$ cat config.mk
export PLATFORM = sky130hd
export DESIGN_NAME = fpa_cell
export DESIGN_NICKNAME = d
export VERILOG_FILES = /design/src/hdl/fpa_pkg.sv /design/src/hdl/fpa_cell.sv
export SDC_FILE = /design/constraint.sdc
export NUM_CORES = 1
export LEC_CHECK = 0
export ABC_AREA = 1
export BUFFER_PORTS_ARGS = -buffer_cell sky130_fd_sc_hd__buf_2
export CORE_AREA = 2 2 187 189
export CTS_CLUSTER_SIZE = 14
export DETAILED_ROUTE_END_ITERATION = 8
export DIE_AREA = 0 0 189 191
export HOLD_SLACK_MARGIN = 0.06
export PLACE_DENSITY = 0.63
export SLEW_MARGIN = 20
export SYNTH_ARGS = -nofsm -noshare
export SYNTH_HDL_FRONTEND = slang
export SYNTH_SLANG_ARGS = --single-unit
$ cat constraint.sdc
create_clock -name clk -period 1.68 [get_ports clk]
set_input_delay 0.336 -clock clk [delete_from_list [all_inputs] [get_ports clk]]
set_output_delay 0.336 -clock clk [all_outputs]
set_load 0.05 [all_outputs]
$ cat src/hdl/fpa_pkg.sv
// Package for the fixed-point ALU: the command codes and the control word
// that travels with each transaction along the cell chain. No dependencies.
package fpa_pkg;

    localparam int unsigned FIELD_WIDTH = 32;
    localparam int unsigned CMD_WIDTH   = 3;

    typedef enum logic [CMD_WIDTH-1:0] {
        CMD_ADD,
        CMD_SUB,
        CMD_MUL,
        CMD_DIV,
        CMD_INC,
        CMD_DEC,
        CMD_MIN,
        CMD_MAX
    } cmd_t;

    typedef struct packed {
        cmd_t cmd;
        logic neg;
        logic b_zero;
        logic gt;
        logic lt;
        logic eq;
    } ctl_t;

endpackage

$ cat src/hdl/fpa_cell.sv
// One cell of the arithmetic chain: a shift-add multiply step (if DO_MUL)
// and a restoring divide step on the transaction it holds. Depends on fpa_pkg.
module fpa_cell #(
    parameter int unsigned WORD_WIDTH    = 32,
    parameter int unsigned FRACTION_BITS = 8,
    parameter bit          DO_MUL        = 1'b1
) (
    input  logic                                 clk,
    input  logic                                 rst_n,
    input  logic                                 load,
    input  logic                                 valid_in,
    input  fpa_pkg::ctl_t                        ctl_in,
    input  logic [WORD_WIDTH-1:0]                simple_in,
    input  logic [WORD_WIDTH-1:0]                ma_in,
    input  logic [WORD_WIDTH-1:0]                mb_in,
    input  logic [WORD_WIDTH-1:0]                hi_in,
    input  logic [WORD_WIDTH-1:0]                lo_in,
    input  logic [WORD_WIDTH-1:0]                rem_in,
    input  logic [WORD_WIDTH+FRACTION_BITS-1:0]  dq_in,
    output logic                                 valid,
    output fpa_pkg::ctl_t                        ctl,
    output logic [WORD_WIDTH-1:0]                simple,
    output logic [WORD_WIDTH-1:0]                ma,
    output logic [WORD_WIDTH-1:0]                mb,
    output logic [WORD_WIDTH-1:0]                hi,
    output logic [WORD_WIDTH-1:0]                lo,
    output logic [WORD_WIDTH-1:0]                rem,
    output logic [WORD_WIDTH+FRACTION_BITS-1:0]  dq
);

    localparam int unsigned W  = WORD_WIDTH;
    localparam int unsigned DW = WORD_WIDTH + FRACTION_BITS;

    logic                  valid_reg;
    fpa_pkg::ctl_t         ctl_reg;
    logic [W-1:0]          simple_reg;
    logic [W-1:0]          ma_reg;
    logic [W-1:0]          mb_reg;
    logic [W-1:0]          hi_reg;
    logic [W-1:0]          hi_next;
    logic [W-1:0]          lo_reg;
    logic [W-1:0]          lo_next;
    logic [W-1:0]          rem_reg;
    logic [W-1:0]          rem_next;
    logic [DW-1:0]         dq_reg;
    logic [DW-1:0]         dq_next;
    logic [W:0]            sum;
    logic [W:0]            shifted;
    logic [W:0]            diff;
    logic                  fits;

    always_comb
    begin
        sum = {1'b0, hi_in} + (lo_in[0] ? {1'b0, ma_in} : {(W+1){1'b0}});
        if (DO_MUL)
        begin
            hi_next = sum[W:1];
            lo_next = {sum[0], lo_in[W-1:1]};
        end
        else
        begin
            hi_next = hi_in;
            lo_next = lo_in;
        end
        shifted  = {rem_in, dq_in[DW-1]};
        diff     = shifted - {1'b0, mb_in};
        fits     = shifted >= {1'b0, mb_in};
        rem_next = fits ? diff[W-1:0] : shifted[W-1:0];
        dq_next  = {dq_in[DW-2:0], fits};
    end

    always_ff @(posedge clk or negedge rst_n)
    begin
        if (!rst_n)
        begin
            valid_reg <= 1'b0;
        end
        else if (load)
        begin
            valid_reg <= valid_in;
        end
    end

    always_ff @(posedge clk)
    begin
        if (load)
        begin
            ctl_reg    <= ctl_in;
            simple_reg <= simple_in;
            ma_reg     <= ma_in;
            mb_reg     <= mb_in;
            hi_reg     <= hi_next;
            lo_reg     <= lo_next;
            rem_reg    <= rem_next;
            dq_reg     <= dq_next;
        end
    end

    assign valid  = valid_reg;
    assign ctl    = ctl_reg;
    assign simple = simple_reg;
    assign ma     = ma_reg;
    assign mb     = mb_reg;
    assign hi     = hi_reg;
    assign lo     = lo_reg;
    assign rem    = rem_reg;
    assign dq     = dq_reg;

endmodule

==> impl_metrics.json <==
{
  "endpoint_kind": "register",
  "yosys.cell_types.count": 39,
  "rows": 68,
  "finalInstanceArea_um2": 21500,
  "worst_pin_slew_ps": 372,
  "outcome": "finished with violations",
  "syn_area_um2": 12800,
  "drtPass1Iterations": 5,
  "rsz0062_at_grt": "yes",
  "grt_pass1_vias": 12537,
  "drc_errors": 0,
  "p_leak_nw": 10.4,
  "avgSynthCellArea_um2": 9.46,
  "min_path_type": "in -> reg",
  "clkPwrFrac": 0.310,
  "die_area_um2": 36100,
  "max_stage_delay_ps": 340,
  "crit_required_ps": 1990,
  "max_slew_margin": 0.752,
  "place_ws_ps": -646,
  "ir_drop_mv": 1.03,
  "drv_slew": 0,
  "crit_type": "in -> reg",
  "grt_pass1_wl_um": 67100,
  "clkTransAtPathRegs_ps": 60,
  "syn_nets": 1659,
  "cts_tree": "yes",
  "setup_viol": 1,
  "cell_internal_pwr_w": 0.0133,
  "cp.arrival_ps": 1990,
  "ios": 485,
  "hold_violations": 0,
  "clock-sinks": 241,
  "violations": "setup timing",
  "ys_seq_elements": 241,
  "wire_per_inst_um": 17.2,
  "place.gp.congestion": 0.932,
  "core_area_um2": 34100,
  "combPwrFrac": 0.322,
  "htree_levels": 1,
  "crit_slowest_cell": "fa_2",
  "yosysSeqAreaShare": 0.567,
  "vias_per_cell": 4.65,
  "totalWireLength_um": 46600,
  "p_seq_frac": 0.368,
  "drive_above_1_share": 0.441,
  "ctsLongestPathBuffers": 3,
  "fin_skew_ps": 0,
  "drv_cap": 0,
  "yosys_warnings": 0,
  "fmax_ghz": 0.594,
  "grt_start_max_net_pins": 71,
  "switching_share": 0.346,
  "area_delta_synth_final_pct": 68.1,
  "vias": 12630,
  "period_minus_slack_ps": 1680,
  "ant_nets": 0,
  "die_h_um": 191,
  "crit_chain": "buf_12 > buf_12 > nand2_4 > inv_2 > ha_4 > fa_2 > nand3_2 > nand2_2 > nand2_1 > o211ai_1 > nand2_1 > nand2_2 > buf_4 > xor2_1",
  "grt_overflow_total": 0,
  "clk-insertion-delay-late_ps": 550,
  "finalCritPeriodShare": 1.00,
  "cp_max_fo": 6,
  "fin_ws_ps": -2.72,
  "dp_hpwl_um": 34600,
  "synth_cells": 1349,
  "nNetsFinal": 2539,
  "power.density_nw_per_um2": 949,
  "drtIter0Drc": 622,
  "critPathLaunchType": "input port",
  "port_buffers": 484,
  "placed_area_um2": 18100,
  "grt_usage": 0.240,
  "largest_register_ffs": 40,
  "die_w_um": 189,
  "cts_made_buffers": 27,
  "antenna_found_initial": 12,
  "critPathBufInv": 4,
  "cts_root_buf": "clkbuf_16",
  "power.switching_w": 0.00705,
  "crit_family": "adder cells",
  "initial_core_util": 0.374
}
[per-stage QoR]
stage               TNS (ps)  hold WS [ps]  utilization  instances  total power, W
finish                 -2.72           101        0.629       2715          0.0204
global route            -340          68.9        0.629       2714          0.0212
CTS                    -6.25          62.0        0.610       2685          0.0203
detailed placement    -32680           113        0.532       2465          0.0136
global placement      -30610           112        0.532       2465          0.0136
floorplan             -10650          40.4            -       1349          0.0115
[cell usage in the layout, fill, tap and decap left out, drive strengths merged, types with 2 or more instances in the layout]
master,count
xnor2,2
a21oi,66
and2,5
bufinv,5
nor2,76
nand4,9
buf,682
nand2,469
fa,2
nor3,13
inv,228
clkinvlp,5
nand3b,3
clkbuf,35
xor2,30
clkinv,8
ha,64
a21o,2
o21a,6
o21ai,28
nand3,89
dlygate4sd3,172
edfxtp,240
o21bai,2
nor4,2
diode,11
[worst paths after layout]
check / depth (start not counted) / slack [ps] / end / start
setup / recovery: 14 / -3 / hi[11]$_DFFE_PP_ / lo_in[0]
hold / removal: 3 / 100 / rem[0]$_DFFE_PP_ / dq_in[39]
setup reg to reg: 1 / 950 / valid$_DFFE_PN0P_ / valid$_DFFE_PN0P_
hold reg to reg: 1 / 500 / valid$_DFFE_PN0P_ / valid$_DFFE_PN0P_
max in group asynchronous: 3 / 970 / valid$_DFFE_PN0P_ / rst_n
min in group asynchronous: 3 / 620 / valid$_DFFE_PN0P_ / rst_n
[Yosys cell counts (all sizes together)]
cell,n,area [um2]
xor2,30,263
nor4,2,12.5
xnor2,2,17.5
ha,64,801
nand4,9,56.3
nand3b,3,22.5
inv,226,848
nand3,89,468
a21oi,66,330
nor3,13,81.3
or2,1,6.26
o21ai,28,140
dfrtp,1,25.0
a21o,2,15.0
o211a,1,10.0
nor3b,1,12.5
fa,2,40.0
mux2,1,11.3
nand2,465,1850
o211ai,1,7.51
and2,5,31.3
buf,10,95.1
edfxtp,240,7210
nor2,76,339
o21bai,2,15.0
o21a,6,45.0
clkbuf,3,11.3
[cell type report]
type / instances / area (um2)
antenna: 11 / 27.5
timing repair buffer: 860 / 5930
inverter: 226 / 863
sequential: 241 / 7230
clock inverter: 20 / 264
clock buffer: 29 / 683
tap: 455 / 569
fill: 2825 / 12700
multi-input combinational: 873 / 5890
[power by group through the flow]
stage                     logic (W)  registers (W)  clock network, W
after floorplan             0.00183        0.00967                 0
after global placement      0.00596        0.00760                 0
after detailed placement    0.00600        0.00761                 0
after CTS                   0.00634        0.00749           0.00647
after global routing        0.00697        0.00754           0.00666
final                       0.00657        0.00749           0.00632
[cell families (layout without fill, tap and decap cells)]
group,after synthesis,in the layout,synth area share
compound gates,106,106,0.0441
other cells,0,11,0
xor+xnor,32,32,0.0220
fa+ha+maj,66,66,0.0659
buf+inv,239,1135,0.0748
flops,241,241,0.566
simple gates,664,668,0.226
mux,1,1,0.000882
[routing by layer]
| metal | vias up | part of all wire | GRT usage | wire, um |
|---|---|---|---|---|
| met1 | 5883 | 0.39 | 0.281 | 18200 |
| met4 | 2 | 0.034 | 0.0874 | 1570 |
| met3 | 87 | 0.064 | 0.0455 | 2970 |
| met2 | 457 | 0.51 | 0.437 | 23800 |
| met5 | - | 0.00024 | 0 | 11 |
| li1 | 6201 | - | - | - |
[tightest hold or removal path, delay by kind of cell]
kind | cells | cell delay [ps]
buffers and inverters | 1 | 80
AND/OR/NAND/NOR | 2 | 130
[timing repair]
item	CTS	global route
buffers inserted	0	9
hold buffers	171	1
endpoints found under the setup margin	4	56
resized for setup	4	101
cloned	0	9
pin swaps	3	23
endpoints found under the hold margin	171	1
No activity file was read; power rests on OpenSTA's default activity.
