`config.mk`:
```
export PLATFORM = sky130hd
export DESIGN_NAME = fpa_finish_flat
export DESIGN_NICKNAME = d
export VERILOG_FILES = /design/src/hdl/fpa_pkg.sv /design/src/hdl/fpa_if.sv /design/src/hdl/fpa_finish.sv /design/src/flat_wrapper.sv
export SDC_FILE = /design/constraint.sdc
export NUM_CORES = 1
export LEC_CHECK = 0
export BUFFER_PORTS_ARGS = -buffer_cell sky130_fd_sc_hd__buf_2
export CAP_MARGIN = 20
export CORE_MARGIN = 3
export CORE_UTILIZATION = 45
export CTS_CLUSTER_DIAMETER = 100
export DETAILED_ROUTE_END_ITERATION = 6
export GPL_ROUTABILITY_DRIVEN = 0
export PLACE_DENSITY = 0.82
export SLEW_MARGIN = 20
export SYNTH_ARGS = -nofsm -noshare
export SYNTH_HDL_FRONTEND = slang
export SYNTH_SLANG_ARGS = --single-unit
```
`constraint.sdc`:
```
create_clock -name clk -period 2 [get_ports clk]
set_input_delay 0.5 -clock clk [delete_from_list [all_inputs] [get_ports clk]]
set_output_delay 0.5 -clock clk [all_outputs]
set_load 0.01 [all_outputs]
```
`src/hdl/fpa_pkg.sv`:
```
// Package for the fixed-point ALU: the command codes and the control word
// that travels with each transaction along the cell chain. No dependencies.
package fpa_pkg;

    localparam int unsigned FIELD_WIDTH = 32;
    localparam int unsigned CMD_WIDTH   = 3;

    typedef enum logic [CMD_WIDTH-1:0] {
        CMD_ADD,
        CMD_SUB,
        CMD_MUL,
        CMD_DIV,
        CMD_INC,
        CMD_DEC,
        CMD_MIN,
        CMD_MAX
    } cmd_t;

    typedef struct packed {
        cmd_t cmd;
        logic neg;
        logic b_zero;
        logic gt;
        logic lt;
        logic eq;
    } ctl_t;

endpackage

```
`src/hdl/fpa_if.sv`:
```


interface fpa_out_if;
    logic                                    valid;
    logic                                    ready;
    logic signed [fpa_pkg::FIELD_WIDTH-1:0]  result;
    logic                                    a_greater;
    logic                                    a_less;
    logic                                    a_equal;

    modport source (output valid, result, a_greater, a_less, a_equal, input ready);
    modport sink   (input valid, result, a_greater, a_less, a_equal, output ready);
endinterface

```
`src/hdl/fpa_finish.sv`:
```
// Output stage: signs the product and quotient, picks the result by command
// and holds it in the output register. Depends on fpa_pkg and fpa_if.
module fpa_finish #(
    parameter int unsigned WORD_WIDTH    = 32,
    parameter int unsigned FRACTION_BITS = 8
) (
    input  logic                                 clk,
    input  logic                                 rst_n,
    input  logic                                 valid_in,
    input  fpa_pkg::ctl_t                        ctl_in,
    input  logic [WORD_WIDTH-1:0]                simple_in,
    input  logic [WORD_WIDTH-1:0]                hi_in,
    input  logic [WORD_WIDTH-1:0]                lo_in,
    input  logic [WORD_WIDTH+FRACTION_BITS-1:0]  dq_in,
    output logic                                 take,
    fpa_out_if.source                            results
);

    localparam int unsigned W = WORD_WIDTH;
    localparam int unsigned F = FRACTION_BITS;

    logic [2*W-1:0]                     prod;
    logic [2*W-1:0]                     prod_s;
    logic [W-1:0]                       quot;
    logic signed [W-1:0]                res_w;
    logic                               valid_reg;
    logic signed [fpa_pkg::FIELD_WIDTH-1:0] result_reg;
    logic signed [fpa_pkg::FIELD_WIDTH-1:0] result_next;
    logic                               gt_reg;
    logic                               lt_reg;
    logic                               eq_reg;

    assign take = !valid_reg || results.ready;

    always_comb
    begin
        prod   = {hi_in, lo_in};
        prod_s = ctl_in.neg ? ((2*W)'(~prod) + (2*W)'(1)) : prod;
        quot   = ctl_in.neg ? (W'(~dq_in[W-1:0]) + W'(1)) : dq_in[W-1:0];
        case (ctl_in.cmd)
            fpa_pkg::CMD_MUL: res_w = prod_s[F+W-1:F];
            fpa_pkg::CMD_DIV: res_w = ctl_in.b_zero ? {W{1'b0}} : quot;
            default:          res_w = simple_in;
        endcase
        result_next = fpa_pkg::FIELD_WIDTH'(res_w);
    end

    always_ff @(posedge clk or negedge rst_n)
    begin
        if (!rst_n)
        begin
            valid_reg <= 1'b0;
        end
        else if (take)
        begin
            valid_reg <= valid_in;
        end
    end

    always_ff @(posedge clk)
    begin
        if (take && valid_in)
        begin
            result_reg <= result_next;
            gt_reg     <= ctl_in.gt;
            lt_reg     <= ctl_in.lt;
            eq_reg     <= ctl_in.eq;
        end
    end

    assign results.valid     = valid_reg;
    assign results.result    = result_reg;
    assign results.a_greater = gt_reg;
    assign results.a_less    = lt_reg;
    assign results.a_equal   = eq_reg;

endmodule

```
`src/flat_wrapper.sv`:
```
// flat-port wrapper written by rule: the top's interface ports become plain ports
module fpa_finish_flat 
#(
    parameter int unsigned WORD_WIDTH    = 32,
    parameter int unsigned FRACTION_BITS = 8
)
  (clk, rst_n, valid_in, ctl_in, simple_in, hi_in, lo_in, dq_in, take, results_valid, results_result, results_a_greater, results_a_less, results_a_equal, results_ready);
  fpa_out_if results_i ();
  input  logic clk;
  input  logic rst_n;
  input  logic valid_in;
  input  fpa_pkg::ctl_t ctl_in;
  input  logic [WORD_WIDTH-1:0] simple_in;
  input  logic [WORD_WIDTH-1:0] hi_in;
  input  logic [WORD_WIDTH-1:0] lo_in;
  input  logic [WORD_WIDTH+FRACTION_BITS-1:0] dq_in;
  output logic take;
  output wire logic [$bits(results_i.valid)-1:0] results_valid;
  output wire logic [$bits(results_i.result)-1:0] results_result;
  output wire logic [$bits(results_i.a_greater)-1:0] results_a_greater;
  output wire logic [$bits(results_i.a_less)-1:0] results_a_less;
  output wire logic [$bits(results_i.a_equal)-1:0] results_a_equal;
  input wire logic [$bits(results_i.ready)-1:0] results_ready;
  assign results_valid = results_i.valid;
  assign results_result = results_i.result;
  assign results_a_greater = results_i.a_greater;
  assign results_a_less = results_i.a_less;
  assign results_a_equal = results_i.a_equal;
  assign results_i.ready = results_ready;
  fpa_finish #(.WORD_WIDTH(WORD_WIDTH), .FRACTION_BITS(FRACTION_BITS)) u_core (.clk(clk), .rst_n(rst_n), .valid_in(valid_in), .ctl_in(ctl_in), .simple_in(simple_in), .hi_in(hi_in), .lo_in(lo_in), .dq_in(dq_in), .take(take), .results(results_i));
endmodule
```
==> results of run 1 <==
==> worst max path at each step <==
stage | startpoint | endpoint | slack, ps | depth (start not counted)
final | dq_in[1] | u_core.results.result[28] | -880 | 9
after global routing | dq_in[16] | u_core.results.result[28] | -950 | 9
after CTS | dq_in[6] | u_core.results.result[22] | -440 | 7
after detailed placement | dq_in[1] | u_core.results.result[28] | -930 | 9
after global placement | dq_in[1] | u_core.results.result[13] | -870 | 8
after floorplan | dq_in[3] | u_core.results.result[27] | -650 | 8
==> area by class of cell <==
type                            count  area (µm²)
Timing Repair Buffer              280        1870
Sequential cell                    36        1080
Multi-Input combinational cell    295        2610
Inverter                            8        45.0
Tap cell                           96         120
Fill cell                         335        1070
Clock inverter                      1        3.75
Clock buffer                        7        76.3
==> layer usage <==
metal	GRT usage	part of all wire	wire length [µm]
met1	0.452	0.33	5850
met4	0.216	0.085	1490
met5	0	0	0
met3	0.0883	0.15	2540
met2	0.567	0.44	7630
==> cell usage after synthesis, drive strengths merged, types with 4 or more instances <==
master / number
mux2i: 6
or4: 14
nand2b: 6
o31ai: 12
xor2: 34
a21oi: 9
edfxtp: 35
nand3: 9
clkbuf: 19
nor3: 17
xnor2: 15
nand2: 30
nor2: 20
nor4: 11
inv: 8
a31oi: 6
buf: 4
o21ai: 30
o41ai: 9
a22oi: 12
or3: 6
o221ai: 7
o211ai: 4
==> power groups by stage <==
stage,sequential (mW),combinational [mW],clock (mW)
floorplan,0.953,0.288,0
global placement,0.926,0.735,0
detailed placement,0.926,0.761,0
CTS,0.910,0.824,0.501
global route,0.916,0.982,0.567
finish,0.913,0.945,0.547
==> stage by stage <==
stage / power [mW] / hold slack (ps)
4_1_cts: 2.23 / 385
2_1_floorplan: 1.24 / 204
6_report: 2.41 / 376
5_1_grt: 2.47 / 368
3_3_place_gp: 1.66 / 274
3_5_place_dp: 1.69 / 278
==> worst register-to-register path, stage by stage, from the launching register on <==
cell and delay (ps):
dfrtp_1 380, nand2b_1 100, and2_1 180, buf_12 240
==> cell families (layout without fill, tap and decap cells) <==
| group | Yosys count | count (layout) | share of synthesized area |
|---|---|---|---|
| muxes | 7 | 7 | 0.0221 |
| DFF | 36 | 36 | 0.334 |
| adders and majority gates | 1 | 1 | 0.00388 |
| xor gates and xnor gates | 49 | 49 | 0.133 |
| buffers and inverters | 31 | 296 | 0.0392 |
| AOI/OAI and AO/OA | 108 | 108 | 0.245 |
| and+or+nand+nor | 130 | 130 | 0.223 |
==> repair_timing <==
item / 4_1_cts / 5_1_grt
pin swaps: 35 / 45
endpoints found under the setup margin: 32 / 32
endpoints found under the hold margin: 1 / 0
hold buffers: 1 / 0
resized for setup: 66 / 38
buffers inserted: 5 / 13
==> results_dict.tcl, run 1 <==
set metrics [dict create \
    cts_max_level 2 \
    cts_tree "done" \
    r2r-start "u_core.results.valid" \
    critPathKind "in2reg" \
    violations "DRC, setup timing" \
    synth_area_mm2 0.00322 \
    dpl.cell_count 700 \
    synth_flop_cell "edfxtp_1" \
    coreArea_mm2 0.00687 \
    utilization 0.844 \
    dp_hpwl_um 10200 \
    grt_pass1_wl_um 23600 \
    fin_ws_ps -877 \
    max_freq_ghz 0.348 \
    cp-start-kind "input port" \
    rsz0062_at_grt "yes" \
    synth_edf_count 35 \
    fin_cells 723 \
    rrSetupSlack_ps 780 \
    syn2layout_area_growth_pct 80.1 \
    combPwrFrac 0.393 \
    final_layout_size_suffix_gt1_frac 0.576 \
    fin_crit_ps 2880 \
    status "complete, but fails checks" \
    final-hold-violation-count 0 \
    crit_chain "buf_12, inv_12, ha_4, or3b_4, or4b_4, o31ai_4, xnor2_2, a222oi_1, o311ai_1" \
    cp-end-kind "flop" \
    cp.required_ps 2030 \
    nets 775 \
    min_period_over_period 1.44 \
    yosys-top-cells-area "edfxtp_1 33%, xor2_1 9.2%, o21ai_0 4.4%" \
    ys_seq_area_frac 0.334 \
    cts_num_sinks 36 \
    clk_latency_ps 320 \
    final_area_mm2 0.00580 \
    clkPwrFrac 0.228 \
    via_per_inst 6.61 \
    first_iter_violations 795 \
    cp_top_family "compound AO/OA/AOI/OAI gates" \
    clock_skew_ps 20.4 \
    overflow 0 \
    critPathSlowestCell "a222oi_1" \
    clock-root-buffer "clkbuf_8" \
    largest_reg_flops 32 \
    cts_max_path_buffers 2 \
    wl_per_cell_um 24.2 \
    relSlewSlack 0.485 \
    fp.dieH_um 90.6 \
    power_density_mw_per_mm2 415 \
    min_to "u_core.results.a_less" \
    placed_cell_area_mm2 0.00508 \
    dieWidth_um 90.6 \
    avgSynthCellArea_um2 8.90 \
    ios 185 \
    synth_top_cell_area_share 0.326 \
    path_buf_inv 2 \
    setup_violations 32 \
    first_global_vias 4539 \
    synth_nets 511 \
    switchingPower_mw 0.846 \
    layout_commonest_cell "buf_2" \
    fin_setup_tns_ps -13940 \
    ir_worst_vdd_mv 0.281 \
    num_vias 4782 \
    hold_path_class "in2reg" \
    synth_area_leader_cell "edfxtp_1" \
    antenna_found_initial 1 \
    crit_fanout 4 \
    switching_share 0.352 \
    path_clk_slew_ps 90 \
    p_int_mw 1.56 \
    num_rows 30 \
    track_usage 0.363 \
    ys_ff_latch 36 \
    cp.arrival_ps 2910 \
    tightest_slew_ps 772 \
    pwr-share-seq 0.380 \
    antenna_cells 0 \
    cellLeakagePower_nw 2.51 \
    dieArea_mm2 0.00821 \
    grt_max_degree 42 \
    portBuffers 152 \
    r2r-end "u_core.results.a_less" \
    min_path_cells 1 \
    synthDistinctLibCells 57 \
    rr_worst_depth 3 \
    min-delay-start "ctl_in[1]" \
    cap_violations 0 \
    place_ws_ps -932 \
    slowest_delay_ps 670 \
    syn_inst 362 \
    cts_inserted_buffers 5 \
    routed_wl_um 17500 \
    layout_common_cells "145 x buf_2, 107 x buf_4, 35 x edfxtp_1" \
    drtPass1Iterations 7 \
    synth_async_sr_flop_share 0.0278 \
    slew_viol_final 0 \
    ant_nets 0 \
    yosysWarnings 0 \
    drc_errors 18 \
    start_util 0.469 \
]
No activity file was read; power rests on OpenSTA's default activity.
==> run 2: changes to the inputs <==
--- a/config.mk
+++ b/config.mk
@@ -5,7 +5,7 @@
 export SDC_FILE = /design/constraint.sdc
 export NUM_CORES = 1
 export LEC_CHECK = 0
-export BUFFER_PORTS_ARGS = -buffer_cell sky130_fd_sc_hd__buf_2
+export BUFFER_PORTS_ARGS = -buffer_cell sky130_fd_sc_hd__clkbuf_2
 export CAP_MARGIN = 20
 export CORE_MARGIN = 3
 export CORE_UTILIZATION = 45
==> run 2 against run 1 <==
The run still ends with DRC, setup timing left; design area rose by 0.22%; sequential power barely moved; register-to-register slack got worse by 20 ps; setup slack improved by 290 ps; combinational power rose by 2%; maximum frequency rose by 11%; sequential share of layout area barely moved; utilization rose by 0.18 points; critical endpoint is now u_core.results.result[27].
==> results_dict.tcl, run 2 (synthesis gave the netlist of run 1 again) <==
set metrics [dict create \
    status "complete, but fails checks" \
    violations "DRC, setup timing" \
    via_per_inst 6.81 \
    ant_nets 0 \
    cap_violations 0 \
    dieArea_mm2 0.00821 \
    rsz0062_at_grt "yes" \
    num_vias 4932 \
    fin_ws_ps -590 \
    hold_path_class "in2reg" \
    coreArea_mm2 0.00687 \
    min-delay-start "ctl_in[1]" \
    cellLeakagePower_nw 2.58 \
    min_path_cells 1 \
    rrSetupSlack_ps 760 \
    fp.dieH_um 90.6 \
    cp.arrival_ps 2640 \
    first_global_vias 4636 \
    power_density_mw_per_mm2 416 \
    cp-end-kind "flop" \
    clk_latency_ps 300 \
    rr_worst_depth 3 \
    clkPwrFrac 0.223 \
    pwr-share-seq 0.378 \
    min_to "u_core.results.a_less" \
    track_usage 0.370 \
    wl_per_cell_um 24.9 \
    routed_wl_um 18000 \
    start_util 0.469 \
    cts_tree "done" \
    cts_num_sinks 36 \
    antenna_found_initial 0 \
    grt_pass1_wl_um 24100 \
    setup_violations 32 \
    antenna_cells 0 \
    drc_errors 30 \
    relSlewSlack 0.428 \
    finalPower_mw 2.42 \
    largest_reg_flops 32 \
    first_iter_violations 999 \
    ios 185 \
    cp.required_ps 2050 \
    cts_max_path_buffers 2 \
    cts_max_level 2 \
    slew_viol_final 0 \
    ir_worst_vdd_mv 0.234 \
    utilization 0.846 \
    clock_skew_ps 6.39 \
    tightest_slew_ps 857 \
    max_freq_ghz 0.386 \
    critPathKind "in2reg" \
    path_clk_slew_ps 80 \
    syn2layout_area_growth_pct 80.5 \
    drtPass1Iterations 7 \
    clock-root-buffer "clkbuf_8" \
    cp-start-kind "input port" \
    p_int_mw 1.56 \
    layout_common_cells "149 x clkbuf_2, 112 x buf_4, 35 x edfxtp_1" \
    final_layout_size_suffix_gt1_frac 0.588 \
    crit_start "dq_in[1]" \
    portBuffers 152 \
    switchingPower_mw 0.851 \
    crit_fanout 6 \
    num_rows 30 \
    grt_max_degree 37 \
    cts_inserted_buffers 5 \
    switching_share 0.352 \
    combPwrFrac 0.399 \
    layout_commonest_cell "clkbuf_2" \
    fin_crit_ps 2590 \
    nets 776 \
    dieWidth_um 90.6 \
    overflow 0 \
    r2r-start "u_core.results.valid" \
    min_period_over_period 1.29 \
    final-hold-violation-count 0 \
    dp_hpwl_um 10100 \
    r2r-end "u_core.results.result[26]" \
]
run 2: changes by cell type in the layout (fill, tap and decap cells not counted), moves of 3 or more:
| cell | change |
|---|---|
| o31ai_4 | -3 |
| buf_4 | +5 |
| o31ai_2 | +3 |
| buf_2 | -145 |
| buf_6 | -10 |
| clkbuf_2 | +149 |
run 2: worst max path at each step:
stage                                           end  cells past startpoint  slack [ps]
after CTS                 u_core.results.result[26]                     10        -470
after floorplan           u_core.results.result[27]                      8        -650
final                     u_core.results.result[27]                      7        -590
after global routing      u_core.results.result[27]                      7        -660
after global placement    u_core.results.result[13]                      8        -890
after detailed placement  u_core.results.result[28]                      9        -930
run 2: critical path, stage by stage:
cell and delay, ps:
clkbuf_16 140, or4_4 520, or4_4 480, or2_4 360
o41ai_4 320, xor2_1 180, o221ai_1 140
run 2: routing by layer:
layer,vias up,track usage,part of all wire
met3,192,0.0858,0.14
met2,578,0.602,0.44
met5,-,0,0
met4,0,0.223,0.085
li1,1948,-,-
met1,2214,0.444,0.33
run 2: layout make-up:
class                           instances  area (µm²)
Timing Repair Buffer                  281        1850
Inverter                                8        45.0
Sequential cell                        36        1080
Fill cell                             339        1060
Clock inverter                          1        3.75
Tap cell                               96         120
Multi-Input combinational cell        295        2640
Clock buffer                            7        76.3
run 2: what timing repair did:
action / CTS / global route
hold endpoints to repair: 1 / 0
hold buffers: 1 / 0
pin swaps: 29 / 44
setup endpoints to repair: 32 / 32
resized for setup: 55 / 47
setup buffers: 7 / 7
run 2: power groups by stage:
stage / clock [mW] / sequential [mW] / combinational [mW]
2_1_floorplan: 0 / 0.953 / 0.288
3_3_place_gp: 0 / 0.928 / 0.739
5_1_grt: 0.548 / 0.917 / 0.994
6_report: 0.539 / 0.913 / 0.963
3_5_place_dp: 0 / 0.929 / 0.761
4_1_cts: 0.497 / 0.912 / 0.823
run 2: metrics by stage:
stage | setup WS (ps) | std cells | cell area (µm²) | hold WS (ps) | setup TNS, ps
2_1_floorplan | -652 | 362 | 3430 | 204 | -12740
3_3_place_gp | -889 | 702 | 5090 | 274 | -21230
3_5_place_dp | -925 | 702 | 5090 | 276 | -22330
4_1_cts | -473 | 718 | 5520 | 386 | -9320
5_1_grt | -658 | 724 | 5810 | 378 | -13990
6_report | -590 | 724 | 5810 | 379 | -12950
